### src/sv/remote_control_frame_parser_core_macros.svh
// Assertion macros used by the frame parser controller.
`ifndef REMOTE_CONTROL_FRAME_PARSER_CORE_MACROS_SVH
`define REMOTE_CONTROL_FRAME_PARSER_CORE_MACROS_SVH

// Same-cycle implication, sampled on clk_i, off while rst_ni is low.
`define RCFP_ASSERT_NOW(lbl, ante, cons, msg) \
  lbl: assert property (@(posedge clk_i) disable iff (!rst_ni) (ante) |-> (cons)) \
    else $error(msg);

// Next-cycle implication, sampled on clk_i, off while rst_ni is low.
`define RCFP_ASSERT_NEXT(lbl, ante, cons, msg) \
  lbl: assert property (@(posedge clk_i) disable iff (!rst_ni) (ante) |=> (cons)) \
    else $error(msg);

`endif

### src/sv/rcfp_pkg.sv
// Types and constants shared by the frame parser modules.
package rcfp_pkg;

  localparam logic [7:0] CHAR_L     = 8'h4C;
  localparam logic [7:0] CHAR_R     = 8'h52;
  localparam logic [7:0] CHAR_A     = 8'h41;
  localparam logic [7:0] CHAR_STAR  = 8'h2A;
  localparam logic [7:0] CHAR_LOW_A = 8'h61;
  localparam logic [7:0] CHAR_LOW_F = 8'h66;
  localparam logic [7:0] CHAR_LOW_G = 8'h67;

  localparam logic [2:0] MODE_RESET = 3'd1;
  localparam logic [2:0] MODE_ZERO  = 3'd0;
  localparam logic [2:0] MODE_ATT   = 3'd2;
  localparam logic [2:0] MODE_REMAP = 3'd4;

  localparam logic [1:0] CH_LEFT  = 2'd0;
  localparam logic [1:0] CH_RIGHT = 2'd1;
  localparam logic [1:0] CH_ATT   = 2'd2;

  localparam int unsigned MAX_RESULTS = 20;
  localparam int unsigned RES_CNT_W   = 5;
  localparam int unsigned POS_W       = 5;

  typedef enum logic [2:0] {
    ST_IDLE = 3'b001,
    ST_EVAL = 3'b010,
    ST_SEND = 3'b100
  } ctrl_state_e;

  typedef struct packed {
    logic accept;
    logic eval;
    logic load;
  } dp_cmd_t;

  typedef struct packed {
    logic out_free;
    logic last;
  } dp_sts_t;

  typedef struct packed {
    logic             kind;
    logic [1:0]       channel;
    logic [7:0]       frame_byte;
    logic [POS_W-1:0] position;
    logic             frame_empty;
    logic             frame_overflow;
    logic [2:0]       mode;
    logic             last;
  } result_t;

endpackage

### src/sv/rcfp_intf.sv
// Valid/ready channel interfaces for received bytes and parser results.
interface rcfp_byte_if;
  logic       valid;
  logic       ready;
  logic [7:0] rx_byte;

  modport source (output valid, output rx_byte, input ready);
  modport sink (input valid, input rx_byte, output ready);
endinterface

interface rcfp_result_if;
  logic                            valid;
  logic                            ready;
  logic                            kind;
  logic [1:0]                      channel;
  logic [7:0]                      frame_byte;
  logic [rcfp_pkg::POS_W-1:0]      position;
  logic                            frame_empty;
  logic                            frame_overflow;
  logic [2:0]                      mode;
  logic                            last;

  modport source (output valid, output kind, output channel, output frame_byte,
                  output position, output frame_empty, output frame_overflow,
                  output mode, output last, input ready);
  modport sink (input valid, input kind, input channel, input frame_byte,
                input position, input frame_empty, input frame_overflow,
                input mode, input last, output ready);
endinterface

### src/sv/rcfp_ctrl.sv
// Controller state machine: accept a byte, evaluate it, send its results.
`include "remote_control_frame_parser_core_macros.svh"

module rcfp_ctrl (
  input  logic              clk_i,
  input  logic              rst_ni,
  input  logic              in_valid_i,
  output logic              in_ready_o,
  input  rcfp_pkg::dp_sts_t sts_i,
  output rcfp_pkg::dp_cmd_t cmd_o
);

  rcfp_pkg::ctrl_state_e state_q, state_d;

  always_comb begin
    state_d = state_q;
    unique case (state_q)
      rcfp_pkg::ST_IDLE: begin
        if (in_valid_i) state_d = rcfp_pkg::ST_EVAL;
      end
      rcfp_pkg::ST_EVAL: begin
        state_d = rcfp_pkg::ST_SEND;
      end
      rcfp_pkg::ST_SEND: begin
        if (sts_i.out_free && sts_i.last) state_d = rcfp_pkg::ST_IDLE;
      end
      default: begin
        state_d = rcfp_pkg::ST_IDLE;
      end
    endcase
  end

  always_ff @(posedge clk_i or negedge rst_ni) begin
    if (!rst_ni) begin
      state_q <= rcfp_pkg::ST_IDLE;
    end else begin
      state_q <= state_d;
    end
  end

  assign in_ready_o   = (state_q == rcfp_pkg::ST_IDLE);
  assign cmd_o.accept = in_ready_o && in_valid_i;
  assign cmd_o.eval   = (state_q == rcfp_pkg::ST_EVAL);
  assign cmd_o.load   = (state_q == rcfp_pkg::ST_SEND) && sts_i.out_free;

  `RCFP_ASSERT_NEXT(a_accept_eval, cmd_o.accept, state_q == rcfp_pkg::ST_EVAL, "accept without eval")
  `RCFP_ASSERT_NEXT(a_eval_send, state_q == rcfp_pkg::ST_EVAL, state_q == rcfp_pkg::ST_SEND, "eval not followed by send")
  `RCFP_ASSERT_NEXT(a_last_idle, cmd_o.load && sts_i.last, state_q == rcfp_pkg::ST_IDLE, "last result did not end send")
  `RCFP_ASSERT_NEXT(a_stall_hold, (state_q == rcfp_pkg::ST_SEND) && !sts_i.out_free, state_q == rcfp_pkg::ST_SEND, "send left while stalled")

endmodule

### src/sv/rcfp_datapath.sv
// Datapath: mode and frame state, frame stores, result cursor, output register.
module rcfp_datapath #(
  parameter int unsigned STICK_FRAME_BYTES    = 10,
  parameter int unsigned ATTITUDE_FRAME_BYTES = 20
) (
  input  logic              clk_i,
  input  logic              rst_ni,
  input  rcfp_pkg::dp_cmd_t cmd_i,
  output rcfp_pkg::dp_sts_t sts_o,
  input  logic [7:0]        rx_byte_i,
  output rcfp_pkg::result_t res_o,
  output logic              res_valid_o,
  input  logic              res_ready_i
);

  localparam int unsigned SIW = $clog2(STICK_FRAME_BYTES);
  localparam int unsigned AIW = $clog2(ATTITUDE_FRAME_BYTES);
  localparam int unsigned SCW = $clog2(STICK_FRAME_BYTES + 1);
  localparam int unsigned ACW = $clog2(ATTITUDE_FRAME_BYTES + 1);
  localparam int unsigned LW  = (SCW > ACW) ? SCW : ACW;
  localparam int unsigned PW  = (LW > rcfp_pkg::POS_W) ? LW : rcfp_pkg::POS_W;
  localparam int unsigned RW  = rcfp_pkg::RES_CNT_W;

  logic [7:0]     byte_q;
  logic [2:0]     mode_q, mode_d;
  logic           seen_q, seen_d;
  logic [2:0]     act_q, act_d;
  logic [1:0]     first_q, first_d;
  logic [2:0]     ovf_q, ovf_d;
  logic [SCW-1:0] lcnt_q, lcnt_d;
  logic [SCW-1:0] rcnt_q, rcnt_d;
  logic [ACW-1:0] acnt_q, acnt_d;

  logic [7:0] left_mem [STICK_FRAME_BYTES];
  logic [7:0] right_mem [STICK_FRAME_BYTES];
  logic [7:0] att_mem [ATTITUDE_FRAME_BYTES];
  logic [7:0] rd_l_q, rd_r_q, rd_a_q;

  logic [2:0]         pend_q, pend_d;
  logic [1:0]         empty_q, empty_d;
  logic [2:0][PW-1:0] len_q, len_d;
  logic [2:0]         povf_q, povf_d;
  logic               status_q, status_d;
  logic [PW-1:0]      pos_q, pos_d;
  logic [RW-1:0]      n_q;

  logic           wr_l, wr_r, wr_a;
  logic [SIW-1:0] wr_l_idx, wr_r_idx;
  logic [AIW-1:0] wr_a_idx;

  logic                  is_cmd, is_sel;
  logic [2:0]            mode_sel;
  logic                  l_act, r_act, a_act, a_ovf;
  logic [ACW-1:0]        a_cnt;

  logic [1:0]        cur;
  logic [2:0]        cur_mask;
  logic [PW-1:0]     cur_len;
  logic              cur_empty;
  logic              cur_ovf;
  logic [7:0]        cur_byte;
  logic [PW-1:0]     pos_inc;
  logic              seg_end;
  logic [2:0]        pend_after;
  logic              last;
  rcfp_pkg::result_t res_d, res_q;
  logic              res_valid_q;

  always_comb begin
    is_cmd = (byte_q >= rcfp_pkg::CHAR_LOW_A) && (byte_q <= rcfp_pkg::CHAR_LOW_F);
    is_sel = (byte_q >= rcfp_pkg::CHAR_LOW_A) && (byte_q <= rcfp_pkg::CHAR_LOW_G);
    mode_sel = is_sel ? 3'(byte_q - rcfp_pkg::CHAR_LOW_A + 8'd1) : mode_q;
    mode_d = mode_sel;
    seen_d = seen_q;
    if (!seen_q && (mode_sel == rcfp_pkg::MODE_REMAP)) begin
      mode_d = rcfp_pkg::MODE_ZERO;
      seen_d = 1'b1;
    end

    act_d    = act_q;
    first_d  = first_q;
    ovf_d    = ovf_q;
    lcnt_d   = lcnt_q;
    rcnt_d   = rcnt_q;
    acnt_d   = acnt_q;
    wr_l     = 1'b0;
    wr_r     = 1'b0;
    wr_a     = 1'b0;
    wr_l_idx = lcnt_q[SIW-1:0];
    wr_r_idx = rcnt_q[SIW-1:0];
    pend_d   = '0;
    empty_d  = '0;
    len_d    = '0;
    povf_d   = '0;
    l_act    = act_q[0] || (byte_q == rcfp_pkg::CHAR_L);
    r_act    = act_q[1] || (byte_q == rcfp_pkg::CHAR_R);
    a_act    = act_q[2] || (byte_q == rcfp_pkg::CHAR_A);
    a_cnt    = (byte_q == rcfp_pkg::CHAR_A) ? '0 : acnt_q;
    a_ovf    = (byte_q == rcfp_pkg::CHAR_A) ? 1'b0 : ovf_q[2];
    wr_a_idx = a_cnt[AIW-1:0];

    if (mode_d != rcfp_pkg::MODE_ATT) begin
      act_d[0] = l_act;
      if (l_act && !is_cmd) begin
        if (lcnt_q < SCW'(STICK_FRAME_BYTES)) begin
          wr_l   = 1'b1;
          lcnt_d = lcnt_q + 1'b1;
        end else begin
          ovf_d[0] = 1'b1;
        end
        if (byte_q == rcfp_pkg::CHAR_STAR) begin
          pend_d[0] = 1'b1;
          povf_d[0] = ovf_d[0];
          len_d[0]  = PW'(lcnt_d);
          if (!first_q[0]) begin
            empty_d[0] = 1'b1;
            first_d[0] = 1'b1;
          end
          act_d[0] = 1'b0;
          ovf_d[0] = 1'b0;
          lcnt_d   = '0;
        end
      end
      act_d[1] = r_act;
      if (r_act && !is_cmd) begin
        if (rcnt_q < SCW'(STICK_FRAME_BYTES)) begin
          wr_r   = 1'b1;
          rcnt_d = rcnt_q + 1'b1;
        end else begin
          ovf_d[1] = 1'b1;
        end
        if (byte_q == rcfp_pkg::CHAR_STAR) begin
          pend_d[1] = 1'b1;
          povf_d[1] = ovf_d[1];
          len_d[1]  = PW'(rcnt_d);
          if (!first_q[1]) begin
            empty_d[1] = 1'b1;
            first_d[1] = 1'b1;
          end
          act_d[1] = 1'b0;
          ovf_d[1] = 1'b0;
          rcnt_d   = '0;
        end
      end
    end else begin
      act_d[2] = a_act;
      acnt_d   = a_cnt;
      ovf_d[2] = a_ovf;
      if (a_act && !is_cmd) begin
        if (a_cnt < ACW'(ATTITUDE_FRAME_BYTES)) begin
          wr_a   = 1'b1;
          acnt_d = a_cnt + 1'b1;
        end else begin
          ovf_d[2] = 1'b1;
        end
        if (byte_q == rcfp_pkg::CHAR_STAR) begin
          pend_d[2] = 1'b1;
          povf_d[2] = ovf_d[2];
          len_d[2]  = PW'(acnt_d);
          act_d[2]  = 1'b0;
          ovf_d[2]  = 1'b0;
          acnt_d    = '0;
        end
      end
    end
    status_d = (pend_d == 3'b000);
  end

  always_comb begin
    if (pend_q[0]) begin
      cur = rcfp_pkg::CH_LEFT;
    end else if (pend_q[1]) begin
      cur = rcfp_pkg::CH_RIGHT;
    end else begin
      cur = rcfp_pkg::CH_ATT;
    end
    cur_mask  = 3'b001 << cur;
    cur_len   = len_q[cur];
    cur_ovf   = povf_q[cur];
    cur_empty = (cur != rcfp_pkg::CH_ATT) && empty_q[cur[0]];
    case (cur)
      rcfp_pkg::CH_LEFT:  cur_byte = rd_l_q;
      rcfp_pkg::CH_RIGHT: cur_byte = rd_r_q;
      default:            cur_byte = rd_a_q;
    endcase
    pos_inc    = pos_q + 1'b1;
    seg_end    = cur_empty || (pos_inc >= cur_len);
    pend_after = seg_end ? (pend_q & ~cur_mask) : pend_q;
    last       = status_q || (pend_after == 3'b000) || (n_q == RW'(rcfp_pkg::MAX_RESULTS - 1));

    res_d = '0;
    res_d.mode = mode_q;
    res_d.last = last;
    if (!status_q) begin
      res_d.kind           = 1'b1;
      res_d.channel        = cur;
      res_d.frame_empty    = cur_empty;
      res_d.frame_overflow = cur_ovf;
      if (!cur_empty) begin
        res_d.frame_byte = cur_byte;
        res_d.position   = pos_q[rcfp_pkg::POS_W-1:0];
      end
    end

    if (cmd_i.eval) begin
      pos_d = '0;
    end else if (cmd_i.load) begin
      pos_d = seg_end ? '0 : pos_inc;
    end else begin
      pos_d = pos_q;
    end
  end

  always_ff @(posedge clk_i or negedge rst_ni) begin
    if (!rst_ni) begin
      mode_q   <= rcfp_pkg::MODE_RESET;
      seen_q   <= 1'b0;
      act_q    <= '0;
      first_q  <= '0;
      ovf_q    <= '0;
      lcnt_q   <= '0;
      rcnt_q   <= '0;
      acnt_q   <= '0;
      pend_q   <= '0;
      status_q <= 1'b0;
      pos_q    <= '0;
      n_q      <= '0;
      res_valid_q <= 1'b0;
    end else begin
      if (cmd_i.eval) begin
        mode_q   <= mode_d;
        seen_q   <= seen_d;
        act_q    <= act_d;
        first_q  <= first_d;
        ovf_q    <= ovf_d;
        lcnt_q   <= lcnt_d;
        rcnt_q   <= rcnt_d;
        acnt_q   <= acnt_d;
        pend_q   <= pend_d;
        status_q <= status_d;
        n_q      <= '0;
      end else if (cmd_i.load) begin
        pend_q <= pend_after;
        n_q    <= n_q + 1'b1;
      end
      pos_q <= pos_d;
      if (cmd_i.load) begin
        res_valid_q <= 1'b1;
      end else if (res_ready_i) begin
        res_valid_q <= 1'b0;
      end
    end
  end

  always_ff @(posedge clk_i) begin
    if (cmd_i.accept) byte_q <= rx_byte_i;
    if (cmd_i.eval) begin
      empty_q <= empty_d;
      len_q   <= len_d;
      povf_q  <= povf_d;
    end
    if (cmd_i.load) res_q <= res_d;
  end

  always_ff @(posedge clk_i) begin
    if (cmd_i.eval && wr_l) left_mem[wr_l_idx] <= byte_q;
    if (pos_d < PW'(STICK_FRAME_BYTES)) rd_l_q <= left_mem[pos_d[SIW-1:0]];
  end

  always_ff @(posedge clk_i) begin
    if (cmd_i.eval && wr_r) right_mem[wr_r_idx] <= byte_q;
    if (pos_d < PW'(STICK_FRAME_BYTES)) rd_r_q <= right_mem[pos_d[SIW-1:0]];
  end

  always_ff @(posedge clk_i) begin
    if (cmd_i.eval && wr_a) att_mem[wr_a_idx] <= byte_q;
    if (pos_d < PW'(ATTITUDE_FRAME_BYTES)) rd_a_q <= att_mem[pos_d[AIW-1:0]];
  end

  assign sts_o.out_free = !res_valid_q || res_ready_i;
  assign sts_o.last     = last;
  assign res_o          = res_q;
  assign res_valid_o    = res_valid_q;

endmodule

### src/sv/remote_control_frame_parser_core.sv
// Top level of the remote control frame parser.
// Usage:
//   in_i carries one received byte per item (rx_byte). out_o carries results:
//   a status-only item when no frame completes, otherwise the bytes of each
//   completed frame (left stick, then right stick, or the attitude frame),
//   or one empty item for the first frame seen on a stick channel. At most
//   20 results per byte; last marks the final one, mode comes with each.
// Timing:
//   A byte is taken while idle, evaluated in the next cycle, and its first
//   result is registered in the send state once the output register is free.
//   Results then leave one per cycle while out_o.ready is high, read from the
//   frame stores through a registered read port. Each byte gives 1 to 20
//   results; in_i.ready is high only while no byte is being worked on.
// Reset:
//   rst_ni clears mode to 1, all open frames, counts and flags; the stores
//   keep no reset value and only bytes below their fill counts are sent.
// Stall:
//   The output register holds its item while out_o.ready is low and the
//   sequencer waits; the next byte is taken while the last result waits.
module remote_control_frame_parser_core #(
  parameter int unsigned STICK_FRAME_BYTES    = 10,
  parameter int unsigned ATTITUDE_FRAME_BYTES = 20
) (
  input  logic          clk_i,
  input  logic          rst_ni,
  rcfp_byte_if.sink     in_i,
  rcfp_result_if.source out_o
);

  rcfp_pkg::dp_cmd_t cmd;
  rcfp_pkg::dp_sts_t sts;
  rcfp_pkg::result_t res;
  logic              in_ready;

  rcfp_ctrl u_ctrl (
    .clk_i      (clk_i),
    .rst_ni     (rst_ni),
    .in_valid_i (in_i.valid),
    .in_ready_o (in_ready),
    .sts_i      (sts),
    .cmd_o      (cmd)
  );

  rcfp_datapath #(
    .STICK_FRAME_BYTES    (STICK_FRAME_BYTES),
    .ATTITUDE_FRAME_BYTES (ATTITUDE_FRAME_BYTES)
  ) u_datapath (
    .clk_i       (clk_i),
    .rst_ni      (rst_ni),
    .cmd_i       (cmd),
    .sts_o       (sts),
    .rx_byte_i   (in_i.rx_byte),
    .res_o       (res),
    .res_valid_o (out_o.valid),
    .res_ready_i (out_o.ready)
  );

  assign in_i.ready           = in_ready;
  assign out_o.kind           = res.kind;
  assign out_o.channel        = res.channel;
  assign out_o.frame_byte     = res.frame_byte;
  assign out_o.position       = res.position;
  assign out_o.frame_empty    = res.frame_empty;
  assign out_o.frame_overflow = res.frame_overflow;
  assign out_o.mode           = res.mode;
  assign out_o.last           = res.last;

endmodule
### src/flat_wrapper.sv
// flat-port wrapper written by rule: the top's interface ports become plain ports
module remote_control_frame_parser_core_flat 
#(
  parameter int unsigned STICK_FRAME_BYTES    = 10,
  parameter int unsigned ATTITUDE_FRAME_BYTES = 20
)
  (clk_i, rst_ni, in_i_valid, in_i_rx_byte, in_i_ready, out_o_valid, out_o_kind, out_o_channel, out_o_frame_byte, out_o_position, out_o_frame_empty, out_o_frame_overflow, out_o_mode, out_o_last, out_o_ready);
  rcfp_byte_if in_i_i ();
  rcfp_result_if out_o_i ();
  input  logic clk_i;
  input  logic rst_ni;
  input wire logic [$bits(in_i_i.valid)-1:0] in_i_valid;
  input wire logic [$bits(in_i_i.rx_byte)-1:0] in_i_rx_byte;
  output wire logic [$bits(in_i_i.ready)-1:0] in_i_ready;
  output wire logic [$bits(out_o_i.valid)-1:0] out_o_valid;
  output wire logic [$bits(out_o_i.kind)-1:0] out_o_kind;
  output wire logic [$bits(out_o_i.channel)-1:0] out_o_channel;
  output wire logic [$bits(out_o_i.frame_byte)-1:0] out_o_frame_byte;
  output wire logic [$bits(out_o_i.position)-1:0] out_o_position;
  output wire logic [$bits(out_o_i.frame_empty)-1:0] out_o_frame_empty;
  output wire logic [$bits(out_o_i.frame_overflow)-1:0] out_o_frame_overflow;
  output wire logic [$bits(out_o_i.mode)-1:0] out_o_mode;
  output wire logic [$bits(out_o_i.last)-1:0] out_o_last;
  input wire logic [$bits(out_o_i.ready)-1:0] out_o_ready;
  assign in_i_i.valid = in_i_valid;
  assign in_i_i.rx_byte = in_i_rx_byte;
  assign in_i_ready = in_i_i.ready;
  assign out_o_valid = out_o_i.valid;
  assign out_o_kind = out_o_i.kind;
  assign out_o_channel = out_o_i.channel;
  assign out_o_frame_byte = out_o_i.frame_byte;
  assign out_o_position = out_o_i.position;
  assign out_o_frame_empty = out_o_i.frame_empty;
  assign out_o_frame_overflow = out_o_i.frame_overflow;
  assign out_o_mode = out_o_i.mode;
  assign out_o_last = out_o_i.last;
  assign out_o_i.ready = out_o_ready;
  remote_control_frame_parser_core #(.STICK_FRAME_BYTES(STICK_FRAME_BYTES), .ATTITUDE_FRAME_BYTES(ATTITUDE_FRAME_BYTES)) u_core (.clk_i(clk_i), .rst_ni(rst_ni), .in_i(in_i_i), .out_o(out_o_i));
endmodule
### config.mk
export PLATFORM = sky130hd
export DESIGN_NAME = remote_control_frame_parser_core_flat
export DESIGN_NICKNAME = d
export VERILOG_FILES = /design/src/sv/rcfp_pkg.sv /design/src/sv/rcfp_intf.sv /design/src/sv/rcfp_ctrl.sv /design/src/sv/rcfp_datapath.sv /design/src/sv/remote_control_frame_parser_core.sv /design/src/flat_wrapper.sv
export VERILOG_INCLUDE_DIRS = /design/src /design/src/sv
export SDC_FILE = /design/constraint.sdc
export NUM_CORES = 1
export LEC_CHECK = 0
export ABC_AREA = 1
export BUFFER_PORTS_ARGS = -buffer_cell sky130_fd_sc_hd__buf_2
export CORE_UTILIZATION = 60
export CTS_BUF_LIST = sky130_fd_sc_hd__clkbuf_4
export DETAILED_ROUTE_END_ITERATION = 12
export PLACE_DENSITY = 0.77
export SLEW_MARGIN = 20
export SYNTH_ARGS = -nofsm -noshare
export SYNTH_HDL_FRONTEND = slang
export SYNTH_SLANG_ARGS = --single-unit
export TNS_END_PERCENT = 20
### constraint.sdc
create_clock -name clk_i -period 9.3 [get_ports clk_i]
set_input_delay 0.93 -clock clk_i [delete_from_list [all_inputs] [get_ports clk_i]]
set_output_delay 0.93 -clock clk_i [all_outputs]
set_load 0.02 [all_outputs]
==> results.tsv, run 1 <==
stage	metric	value	unit
status	status	complete, but fails checks	
status	violations	design-rule violations	
global_route	grt_overflow	0	
pwr	finalPower	0.00531	W
global_route	grt_antenna_before_repair	1	
placed_design	placed_area	19200	um^2
synthesis	yosysUniqueCellTypes	42	
cts	htreeDepth	3	
critical_path	r2r_cells	20	
cts	cts.clk_slew.worst_paths	0.07	ns
sta	post-route-min-period	5.53	ns
job	drv_cap	0	
critical_path	critPathRequiredTime	9.75	ns
sta	clock.fmax	181	MHz
synthesis	synth_seq_cells	435	
critical_path	critical_path.max_fanout	82	
critical_path	worstPathCellList	nor2_1, inv_1, nor2_1, nor2_1, ha_1, inv_1, nand2_1, nand2_1, nand2_1, nand2_1, nand3_2, buf_4, nand2_4, buf_4, o21ai_0, inv_1, o21ai_0, nand3_1, nand3_1, nand2_1	
placed_design	io_buffers	35	
global_route	grt_max_degree	107	
global_route	grt_pass1_wl	67.8	mm
cells_and_area	layout.nets	1827	
detailed_routing	totalWireLength	43.9	mm
placed_design	gp_congestion	0.877	
critical_path	crit_buf_inv	5	
critical_path	cp_data_arrival_time	5.98	ns
synthesis	yosysMostFrequentCell	edfxtp_1	
synthesis	synthesis.instances	1709	
critical_path	critical_path_class	register to register	
detailed_routing	vias_per_cell	5.83	
cts	clockBufferDepth	3	
detailed_routing	route.vias.total	13224	
synthesis	ys.warnings.count	0	
critical_path	crit_family	simple AND/OR/NAND/NOR gates	
pwr	p_per_area	258	nW/um^2
sta	finalSetupTns	0	ns
synthesis	avgSynthCellArea	11.0	um^2
cts	cts_tree	built	
cells_and_area	stdcell_area	20600	um^2
synthesis	yosysTopAreaCellShare	62.5	%
detailed_routing	first_pass_iters	10	
floorplan	std_cell_rows	64	
detailed_routing	drt.antenna.violating_nets	0	
synthesis	ys_seq_area_share	68.3	%
critical_path	endpoint_kind	register	
floorplan	core_area	30700	um^2
detailed_routing	drc_errors	6	
global_route	grt_usage	28.2	%
sta	finClkSkew	0.0624	ns
sta	hold_violations	0	
cells_and_area	area_growth	9.47	%
synthesis	syn_nets	1740	
sta	rsz0062_at_grt	no	
critical_path	cp.depth	20	
sta	relSlewSlack	30.1	%
pwr	vdd_drop_max	0.175	mV
cts	post_cts_resized	0	
floorplan	dieArea	32100	um^2
critical_path	cpPeakStageDelay	0.83	ns
floorplan	start_util	61.2	%
cells_and_area	drive_gt1_share	13.8	%
synthesis	netlist_top_cells_count	edfxtp_1, nand2_1, nand3_1	
pwr	leakagePower	8.20	nW
cts	cts_hold_buf	0	
cts	insertion_delay	0.76	ns
synthesis	yosys.area.top_type	edfxtp_1	
floorplan	io_pins	36	
cts	cts.sinks	435	
floorplan	die_w	179	um
critical_path	cpMaxStageDelayCell	nor2_1	
cts	clock-root-buffer	clkbuf_4	
sta	setup_violations	0	
sta	worst_pin_slew	1.04	ns
cts	cts_buffers	105	
cts	postCtsSetupRepairBufs	0	
placed_design	dp_hpwl	25.6	mm
detailed_routing	wire_per_inst	19.3	um
global_route	grt_pass1_vias	12630	
synthesis	syn_area	18800	um^2
cells_and_area	layoutNonFillerInstCount	2270	
synthesis	synth_edf_count	392	
synthesis	synthFlopType	edfxtp_1	
critical_path	start_kind	register	
sta	maxSlewViolCount	0	
worst_hold_path	hp-class	primary input to async pin	
synthesis	ys_top_cells_by_area	edfxtp_1, nand2_1, nand3_1	
placed_design	place_inst	2085	
sta	finalCritPeriodShare	59.4	%
detailed_routing	drt_iter0_drc	1659	
synthesis	synthArstFlopShare	9.89	%
critical_path	cpMostUsedCell	nand2_1	
floorplan	die_h	179	um
-- worst register-to-register path: stages (launching register included) --
cell     delay [ns]
dfrtp_1        0.61
nor2_1         0.84
inv_1          0.21
nor2_1         0.14
nor2_1         0.06
ha_1           0.27
inv_1          0.04
nand2_1        0.05
nand2_1        0.05
nand2_1        0.05
nand2_1        0.10
nand3_2        0.08
buf_4          0.55
nand2_4        0.64
buf_4          0.62
o21ai_0        0.40
inv_1          0.06
o21ai_0        0.09
nand3_1        0.17
nand3_1        0.13
nand2_1        0.08
-- through the flow --
| step | hold slack (ns) | utilization [%] | setup WS, ns |
|---|---|---|---|
| 3_3_place_gp | 0.447 | 62.6 | 4.05 |
| 2_1_floorplan | 0.425 | - | 5.77 |
| 3_5_place_dp | 0.451 | 62.6 | 3.89 |
| 6_report | 0.191 | 67.0 | 3.77 |
| 4_1_cts | 0.314 | 67.0 | 3.79 |
| 5_1_grt | 0.192 | 67.0 | 3.32 |
-- per-layer routing --
| layer | GRT usage (%) | wire, um |
|---|---|---|
| met5 | 0 | 0 |
| met4 | 11.9 | 1380 |
| met3 | 6.36 | 4730 |
| met2 | 41.7 | 19700 |
| met1 | 40.6 | 18000 |
-- sequential cells by signal (all words and copies together) (netlist names), 2 cells and up --
| register | cells |
|---|---|
| u_core.u_ctrl.state_q | 3 |
| u_core.u_datapath.acnt_q | 5 |
| u_core.u_datapath.act_q | 3 |
| u_core.u_datapath.att_mem | 160 |
| u_core.u_datapath.byte_q | 8 |
| u_core.u_datapath.empty_q | 2 |
| u_core.u_datapath.first_q | 2 |
| u_core.u_datapath.lcnt_q | 4 |
| u_core.u_datapath.left_mem | 80 |
| u_core.u_datapath.len_q | 13 |
| u_core.u_datapath.mode_q | 3 |
| u_core.u_datapath.n_q | 5 |
| u_core.u_datapath.ovf_q | 3 |
| u_core.u_datapath.pend_q | 3 |
| u_core.u_datapath.pos_q | 5 |
| u_core.u_datapath.povf_q | 3 |
| u_core.u_datapath.rcnt_q | 4 |
| u_core.u_datapath.rd_a_q | 8 |
| u_core.u_datapath.rd_l_q | 8 |
| u_core.u_datapath.rd_r_q | 8 |
| u_core.u_datapath.res_o | 22 |
| u_core.u_datapath.right_mem | 80 |
-- logic make-up (layout without fill, tap and decap cells) --
kind of cell | after synthesis | in the layout | synth area share, %
AOI/OAI and AO/OA | 230 | 230 | 6.67
xor gates and xnor gates | 5 | 5 | 0.233
adders and majority gates | 19 | 19 | 1.26
buffers and inverters | 254 | 418 | 5.78
DFF | 435 | 435 | 68.3
other | 0 | 1 | 0
and+or+nand+nor | 766 | 766 | 17.8
-- power breakdown --
| group | switching, W | internal (W) |
|---|---|---|
| registers | 0.0000745 | 0.00237 |
| logic | 0.000955 | 0.000343 |
| clock network | 0.000737 | 0.000834 |
-- layout make-up --
class	instances	area (um^2)
clock inverter	31	201
antenna	1	2.50
sequential	435	12800
tap	396	495
multi-input combinational	1020	4890
fill	2291	10100
inverter	176	661
clock buffer	153	1150
timing repair buffer	58	354
-- final timing paths --
path	end	start	slack, ns
min	u_core.u_datapath.first_q[1]	rst_ni	0.19
min reg2reg	u_core.u_datapath.res_o[3]	u_core.u_datapath.mode_q[2]	0.45
min in group clk_i	u_core.u_datapath.byte_q[7]	in_i_rx_byte[7]	0.38
max reg2reg	u_core.u_datapath.rd_l_q[6]	u_core.u_datapath.pend_q[0]	3.77
max	u_core.u_datapath.rd_l_q[6]	u_core.u_datapath.pend_q[0]	3.77
max in group asynchronous	u_core.u_datapath.lcnt_q[3]	rst_ni	8.67
-- layout by cell type (no fill, tap or decap), drive strengths merged, types with 8 or more instances in the layout --
cell,instances
nand4,13
dfrtp,41
buf,58
nand2,332
nand3,210
ha,19
nor3,8
clkbuf,153
edfxtp,392
inv,176
clkinv,28
o21bai,17
a31oi,9
a21oi,18
nor2,183
o22ai,12
nand3b,17
o21ai,165
No activity file was read; power rests on OpenSTA's default activity.
==> run 2: changes to the inputs <==
ABC_AREA = 0   (was 1)
clock period = 5.15 ns   (was 9.3 ns; I/O delays follow)
==> run 2 against run 1 <==
Effect of this change: the run now ends clean; register-to-register slack got worse by 3.2 ns; critical endpoint is now u_core.u_datapath.rd_l_q[0]; largest power group unchanged; worst hold slack improved by 0.030 ns; first-iteration DRC count fell by 18%; highest routed layer unchanged.
==> results.tsv, run 2 <==
stage	metric	value	unit
status	status	completed	
sta	finalSetupTns	0	ns
critical_path	worstPathCellList	ha_1, nand3_1, xnor2_1, ha_1, a21o_1, a311oi_4, nand3_1, and2_1, clkinv_2, buf_4, mux4_2, o22ai_1, a31oi_1	
detailed_routing	route.vias.total	11091	
cts	cts_tree	built	
sta	hold_violations	0	
cells_and_area	top_regs	u_core.u_datapath.att_mem (160), u_core.u_datapath.left_mem (80), u_core.u_datapath.right_mem (80)	
synthesis	yosys.area.top_type	edfxtp_1	
floorplan	start_util	61.7	%
sta	rsz0062_at_grt	no	
cells_and_area	drive_gt1_share	19.3	%
pwr	pwr-share-seq	49.8	%
synthesis	synth_top_family_by_area	simple AND/OR/NAND/NOR gates	
global_route	grt_pass1_vias	10996	
synthesis	syn_nets	1257	
synthesis	synth_seq_cells	435	
detailed_routing	vias_per_cell	6.13	
cts	htreeDepth	3	
critical_path	critical_path_class	register to register	
global_route	busiest_layer	met2	
pwr	vdd_drop_max	0.304	mV
synthesis	yosys.area_share.simple	12.2	%
detailed_routing	wire_per_inst	22.3	um
placed_design	dp_hpwl	24.9	mm
critical_path	critical_path.max_fanout	31	
detailed_routing	first_pass_iters	8	
synthesis	avgSynthCellArea	14.6	um^2
global_route	grt_pass1_wl	62.3	mm
sta	fin_hold_ws	0.221	ns
cells_and_area	layout_common_cells	edfxtp_1, nand2_1, clkbuf_4, nand3_1, nor2_1	
cells_and_area	largest_reg_flops	160	
floorplan	std_cell_rows	62	
synthesis	yosysMostFrequentCell	edfxtp_1	
cells_and_area	final_common_cell	edfxtp_1	
pwr	leakagePower	7.13	nW
cts	cts_hold_buf	10	
detailed_routing	drt_iter0_drc	1367	
cells_and_area	area_growth	11.0	%
detailed_routing	totalWireLength	40.4	mm
synthesis	synthesis.instances	1226	
cts	cts.sinks	435	
pwr	finalPower	0.00882	W
synthesis	synthMuxAreaShare	6.51	%
floorplan	core_area	29100	um^2
critical_path	endpoint_kind	register	
critical_path	critPathRequiredTime	5.61	ns
job	drv_cap	0	
synthesis	ys.warnings.count	0	
placed_design	io_buffers	35	
pwr	power_frac_comb	19.0	%
synthesis	ys_top_cells_by_area	edfxtp_1, dfrtp_1, nand2_1	
sta	post-route-min-period	4.56	ns
detailed_routing	drc_errors	0	
cells_and_area	final_util	68.5	%
pwr	switching_share	29.4	%
detailed_routing	drt.antenna.violating_nets	0	
cells_and_area	regMostFlops	u_core.u_datapath.att_mem	
synthesis	synth_xor_xnor_area_share	0.342	%
pwr	p_per_area	443	nW/um^2
synthesis	synthFlopType	edfxtp_1	
global_route	grtUsageMet3	5.94	%
placed_design	gp_congestion	0.836	
pwr	pwr-share-clk	31.2	%
global_route	grt_antenna_before_repair	1	
worst_hold_path	hp-class	primary input to register	
cells_and_area	stdcell_area	19900	um^2
sta	worst_pin_slew	1.04	ns
synthesis	syn_area	17900	um^2
global_route	grt_max_degree	44	
cts	postCtsSetupRepairBufs	0	
critical_path	cpMaxStageDelayCell	a311oi_4	
pwr	p_int	0.00623	W
sta	finClkSkew	0.0534	ns
synthesis	synthAdderAreaFrac	1.32	%
cts	clockBufferDepth	3	
global_route	use_met2	41.8	%
global_route	use_met1	38.6	%
critical_path	cp_data_arrival_time	5.02	ns
pwr	switchingPower	0.00259	W
cts	insertion_delay	0.76	ns
synthesis	synth_compound_area_share	5.77	%
sta	clock.fmax	219	MHz
cts	cts.clk_slew.worst_paths	0.07	ns
global_route	grt_overflow	0	
synthesis	yosysTopAreaCellShare	65.6	%
cts	clock-root-buffer	clkbuf_4	
cts	post_cts_resized	0	
synthesis	ys_seq_area_share	71.6	%
cells_and_area	layout.nets	1373	
floorplan	die_w	175	um
sta	relSlewSlack	30.3	%
floorplan	dieArea	30600	um^2
sta	maxSlewViolCount	0	
sta	setup_violations	0	
placed_design	placed_area	18500	um^2
critical_path	cpPeakStageDelay	0.53	ns
synthesis	yosysUniqueCellTypes	75	
critical_path	start_kind	register	
floorplan	die_h	175	um
sta	finalCritPeriodShare	88.5	%
synthesis	synthArstFlopShare	9.89	%
synthesis	synth_edf_count	392	
floorplan	io_pins	36	
global_route	grt_usage	27.3	%
cts	cts_buffers	104	
synthesis	netlist_top_cells_count	edfxtp_1, nand2_1, nand3_1	
run 2: cell count changes in the layout (fill, tap and decap cells not counted), moves of 11 or more:
cell / delta
mux2i_1: +44
nand3_1: -120
nand3b_1: -12
a31oi_1: +13
nor2_1: -104
nand2_1: -138
inv_1: -152
a21oi_1: +16
mux4_2: +30
o21ai_0: -128
inv_2: -11
and2_1: +37
o21bai_1: -15
run 2: power by group through the flow:
stage | Combinational (W) | Sequential [W] | Clock [W]
finish | 0.00168 | 0.00439 | 0.00275
global route | 0.00182 | 0.00440 | 0.00298
CTS | 0.00164 | 0.00440 | 0.00280
detailed placement | 0.00163 | 0.00447 | 0
global placement | 0.00159 | 0.00446 | 0
floorplan | 0.00120 | 0.00441 | 0
run 2: final cells by class:
cell class / count / area, um^2
Inverter: 16 / 62.6
Antenna cell: 1 / 2.50
Clock buffer: 152 / 1140
Multi-Input combinational cell: 713 / 4690
Timing Repair Buffer: 72 / 488
Clock inverter: 37 / 199
Fill cell: 1974 / 9180
Tap cell: 384 / 480
Sequential cell: 435 / 12800
run 2: cell families (layout without fill, tap and decap cells):
logic type,after synthesis,in the layout
xor+xnor,7,7
compound gates,156,156
simple gates,455,455
fa+ha+maj,19,19
other cells,0,1
mux,76,76
buf+inv,78,277
flops,435,435
run 2: layer usage:
layer	vias to the layer above	share of wire (%)
met4	0	2.7
met2	630	47
li1	4971	-
met1	5403	41
met3	87	9.8
met5	-	0
run 2: per-stage QoR:
step / setup WS (ns) / std cells
final: 0.592 / 1810
after global routing: 0.246 / 1810
after CTS: 0.574 / 1808
after detailed placement: 0.646 / 1609
after global placement: 0.896 / 1609
after floorplan: 1.05 / 1226
run 2: final timing paths:
kind | from | endpoint | slack, ns | depth (start not counted)
worst max-delay path | u_core.u_datapath.pos_q[0] | u_core.u_datapath.rd_l_q[0] | 0.59 | 13
worst min-delay path | out_o_ready | u_core.u_datapath.res_valid_o | 0.22 | 3
worst max register to register | u_core.u_datapath.pos_q[0] | u_core.u_datapath.rd_l_q[0] | 0.59 | 13
worst min register to register | u_core.u_datapath.seen_q | u_core.u_datapath.seen_q | 0.48 | 1
max in group asynchronous | rst_ni | u_core.u_datapath.pos_q[2] | 4.39 | 2
min in group asynchronous | rst_ni | u_core.u_datapath.lcnt_q[1] | 0.33 | 2
run 2: worst max-delay path, delay by kind of cell, from the launching register on:
family	cells	cell delay, ns
buffers and inverters	2	0.75
xor gates and xnor gates	1	0.30
AOI/OAI and AO/OA	4	0.98
adders and majority gates	2	0.67
muxes	1	0.38
DFF	1	0.52
and+or+nand+nor	3	0.68
==> run 3: changes to the inputs <==
CTS_BUF_LIST = sky130_fd_sc_hd__clkbuf_8   (was sky130_fd_sc_hd__clkbuf_4)
clock period = 4.9 ns   (was 5.15 ns; I/O delays follow)
==> run 3 against run 2 <==
Effect of this change: die area unchanged; non-clock buffer count decreased by 6; routed wire length decreased by 0.53%; combinational power increased by 6%; first-iteration DRC count increased by 13%; worst setup slack about the same; sequential share of layout area increased by 0.28 points; flip-flop and latch count unchanged; sequential power increased by 5.0%; cell area decreased by 0.43%; register-to-register slack about the same; clock skew decreased by 0.012 ns; critical path type unchanged; largest cell class unchanged.
==> results.tsv, run 3 (synthesized netlist as in run 2, its figures left out) <==
stage	metric	value	unit
status	status	completed	
cts	htreeDepth	3	
worst_hold_path	hp-class	primary input to register	
cts	clock-root-buffer	clkbuf_8	
floorplan	io_pins	36	
placed_design	io_buffers	35	
critical_path	endpoint_kind	register	
cells_and_area	n_antenna_cell	0	
cells_and_area	area_growth	10.5	%
sta	finalSetupTns	0	ns
sta	post-route-min-period	4.31	ns
cts	clockBufferDepth	3	
sta	clock.fmax	232	MHz
cts	insertion_delay	0.59	ns
cells_and_area	stdcell_area	19800	um^2
placed_design	post-place-ws	0.631	ns
cts	post_cts_resized	0	
sta	worst_pin_slew	1.00	ns
detailed_routing	vias_per_cell	6.26	
global_route	grt_pass1_wl	60.6	mm
cts	cts_tree	built	
cells_and_area	drive_gt1_share	14.8	%
cells_and_area	top_regs	u_core.u_datapath.att_mem (160), u_core.u_datapath.left_mem (80), u_core.u_datapath.right_mem (80)	
placed_design	placed_area	18500	um^2
critical_path	start_kind	register	
detailed_routing	totalWireLength	40.2	mm
floorplan	std_cell_rows	62	
detailed_routing	route.vias.total	10886	
global_route	grt_antenna_before_repair	0	
floorplan	dieArea	30600	um^2
cells_and_area	fillers	1927	
critical_path	critical_path.max_fanout	24	
critical_path	worstPathCellList	ha_1, nand3_1, xnor2_1, ha_1, a21o_1, a311oi_4, nand3_1, and2_1, clkinv_2, buf_4, nor2_1, a22oi_1, nand3_1, nand4_1	
pwr	p_per_area	470	nW/um^2
sta	maxSlewViolCount	0	
detailed_routing	drc_errors	0	
global_route	grt_pass1_vias	10444	
floorplan	core_area	29100	um^2
critical_path	cpMaxStageDelayCell	a311oi_4	
critical_path	cpMostUsedCell	nand3_1	
sta	hold_violations	0	
floorplan	die_w	175	um
critical_path	cp_data_arrival_time	4.76	ns
sta	layout_setup_ws	0.592	ns
global_route	grt_max_degree	44	
job	drv_cap	0	
detailed_routing	wire_per_inst	23.1	um
sta	setup_violations	0	
critical_path	cp.depth	14	
detailed_routing	drt_iter0_drc	1546	
cts	cts.sinks	435	
sta	finalCritPeriodShare	87.9	%
cells_and_area	largest_reg_flops	160	
sta	relSlewSlack	33.3	%
placed_design	dp_hpwl	24.6	mm
sta	finClkSkew	0.0409	ns
floorplan	start_util	61.7	%
cts	cts.clk_slew.worst_paths	0.06	ns
critical_path	r2r_cells	14	
sta	rsz0062_at_grt	no	
cts	cts_buffers	70	
cells_and_area	layout.nets	1333	
pwr	leakagePower	7.07	nW
cts	postCtsSetupRepairBufs	0	
worst_hold_path	min_delay_path_depth	1	
pwr	vdd_drop_max	0.347	mV
critical_path	crit_family	compound AO/OA/AOI/OAI gates	
cells_and_area	regMostFlops	u_core.u_datapath.att_mem	
global_route	grt_overflow	0	
critical_path	cpPeakStageDelay	0.55	ns
detailed_routing	first_pass_iters	5	
cells_and_area	final_common_cell	edfxtp_1	
detailed_routing	drt.antenna.violating_nets	0	
critical_path	crit_buf_inv	2	
sta	fin_hold_ws	0.0917	ns
global_route	grt_usage	26.7	%
critical_path	critical_path_class	register to register	
cells_and_area	layout_common_cells	edfxtp_1, nand2_1, nand3_1, clkbuf_8, nor2_1	
floorplan	die_h	175	um
placed_design	gp_congestion	0.899	
critical_path	critPathRequiredTime	5.35	ns
==> run 3: path summary, 6_finish.rpt <==
kind | from | endpoint | slack, ns
setup / recovery | u_core.u_datapath.pos_q[0] | u_core.u_datapath.rd_a_q[4] | 0.59
hold / removal | in_i_rx_byte[4] | u_core.u_datapath.byte_q[4] | 0.09
setup reg to reg | u_core.u_datapath.pos_q[0] | u_core.u_datapath.rd_a_q[4] | 0.59
hold reg to reg | u_core.u_datapath.seen_q | u_core.u_datapath.seen_q | 0.47
max in group asynchronous | rst_ni | u_core.u_ctrl.state_q[2] | 4.00
min in group asynchronous | rst_ni | u_core.u_datapath.rcnt_q[1] | 0.45
==> run 3: area by class of cell <==
type	instances	area (um^2)	area share, %
multi-input cells	713	4690	23.7
repair buffers	66	425	2.15
inverters	16	62.6	0.316
well taps	384	480	2.42
clock buffers	74	1020	5.14
clock inverters	52	302	1.52
flip-flops and latches	435	12800	64.8
==> run 3: what timing repair did <==
action	in CTS	in global routing
hold buffers	0	1
setup endpoints to repair	0	0
endpoints found under the hold margin	0	41
==> run 3: layer usage <==
metal	track usage [%]	share of wire, %	vias up
met1	39.2	42	5356
met2	39.7	45	630
met5	0	0	-
li1	-	-	4801
met3	5.83	9.9	99
met4	9.86	2.8	0
==> run 3: worst reg2reg max path: cells and delay by family, from the launching register on <==
| family | cells | cell delay [ns] |
|---|---|---|
| xor+xnor | 1 | 0.29 |
| simple gates | 6 | 0.97 |
| flops | 1 | 0.52 |
| compound gates | 3 | 1.05 |
| buf+inv | 2 | 0.70 |
| fa+ha+maj | 2 | 0.67 |
==> run 3: metrics by stage <==
step / total power, W / cells / utilization [%]
detailed placement: 0.00643 / 1613 / 63.6
global route: 0.00965 / 1740 / 68.2
CTS: 0.00932 / 1739 / 68.1
finish: 0.00932 / 1740 / 68.2
global placement: 0.00638 / 1613 / 63.6
floorplan: 0.00590 / 1226 / -
==> run 3: power by group <==
| group | leakage [nW] | switching (W) | internal [W] | total [W] |
|---|---|---|---|---|
| registers | 4.17 | 0.000201 | 0.00441 | 0.00461 |
| clock network | 0.755 | 0.00137 | 0.00156 | 0.00293 |
| logic | 2.15 | 0.00111 | 0.000663 | 0.00178 |
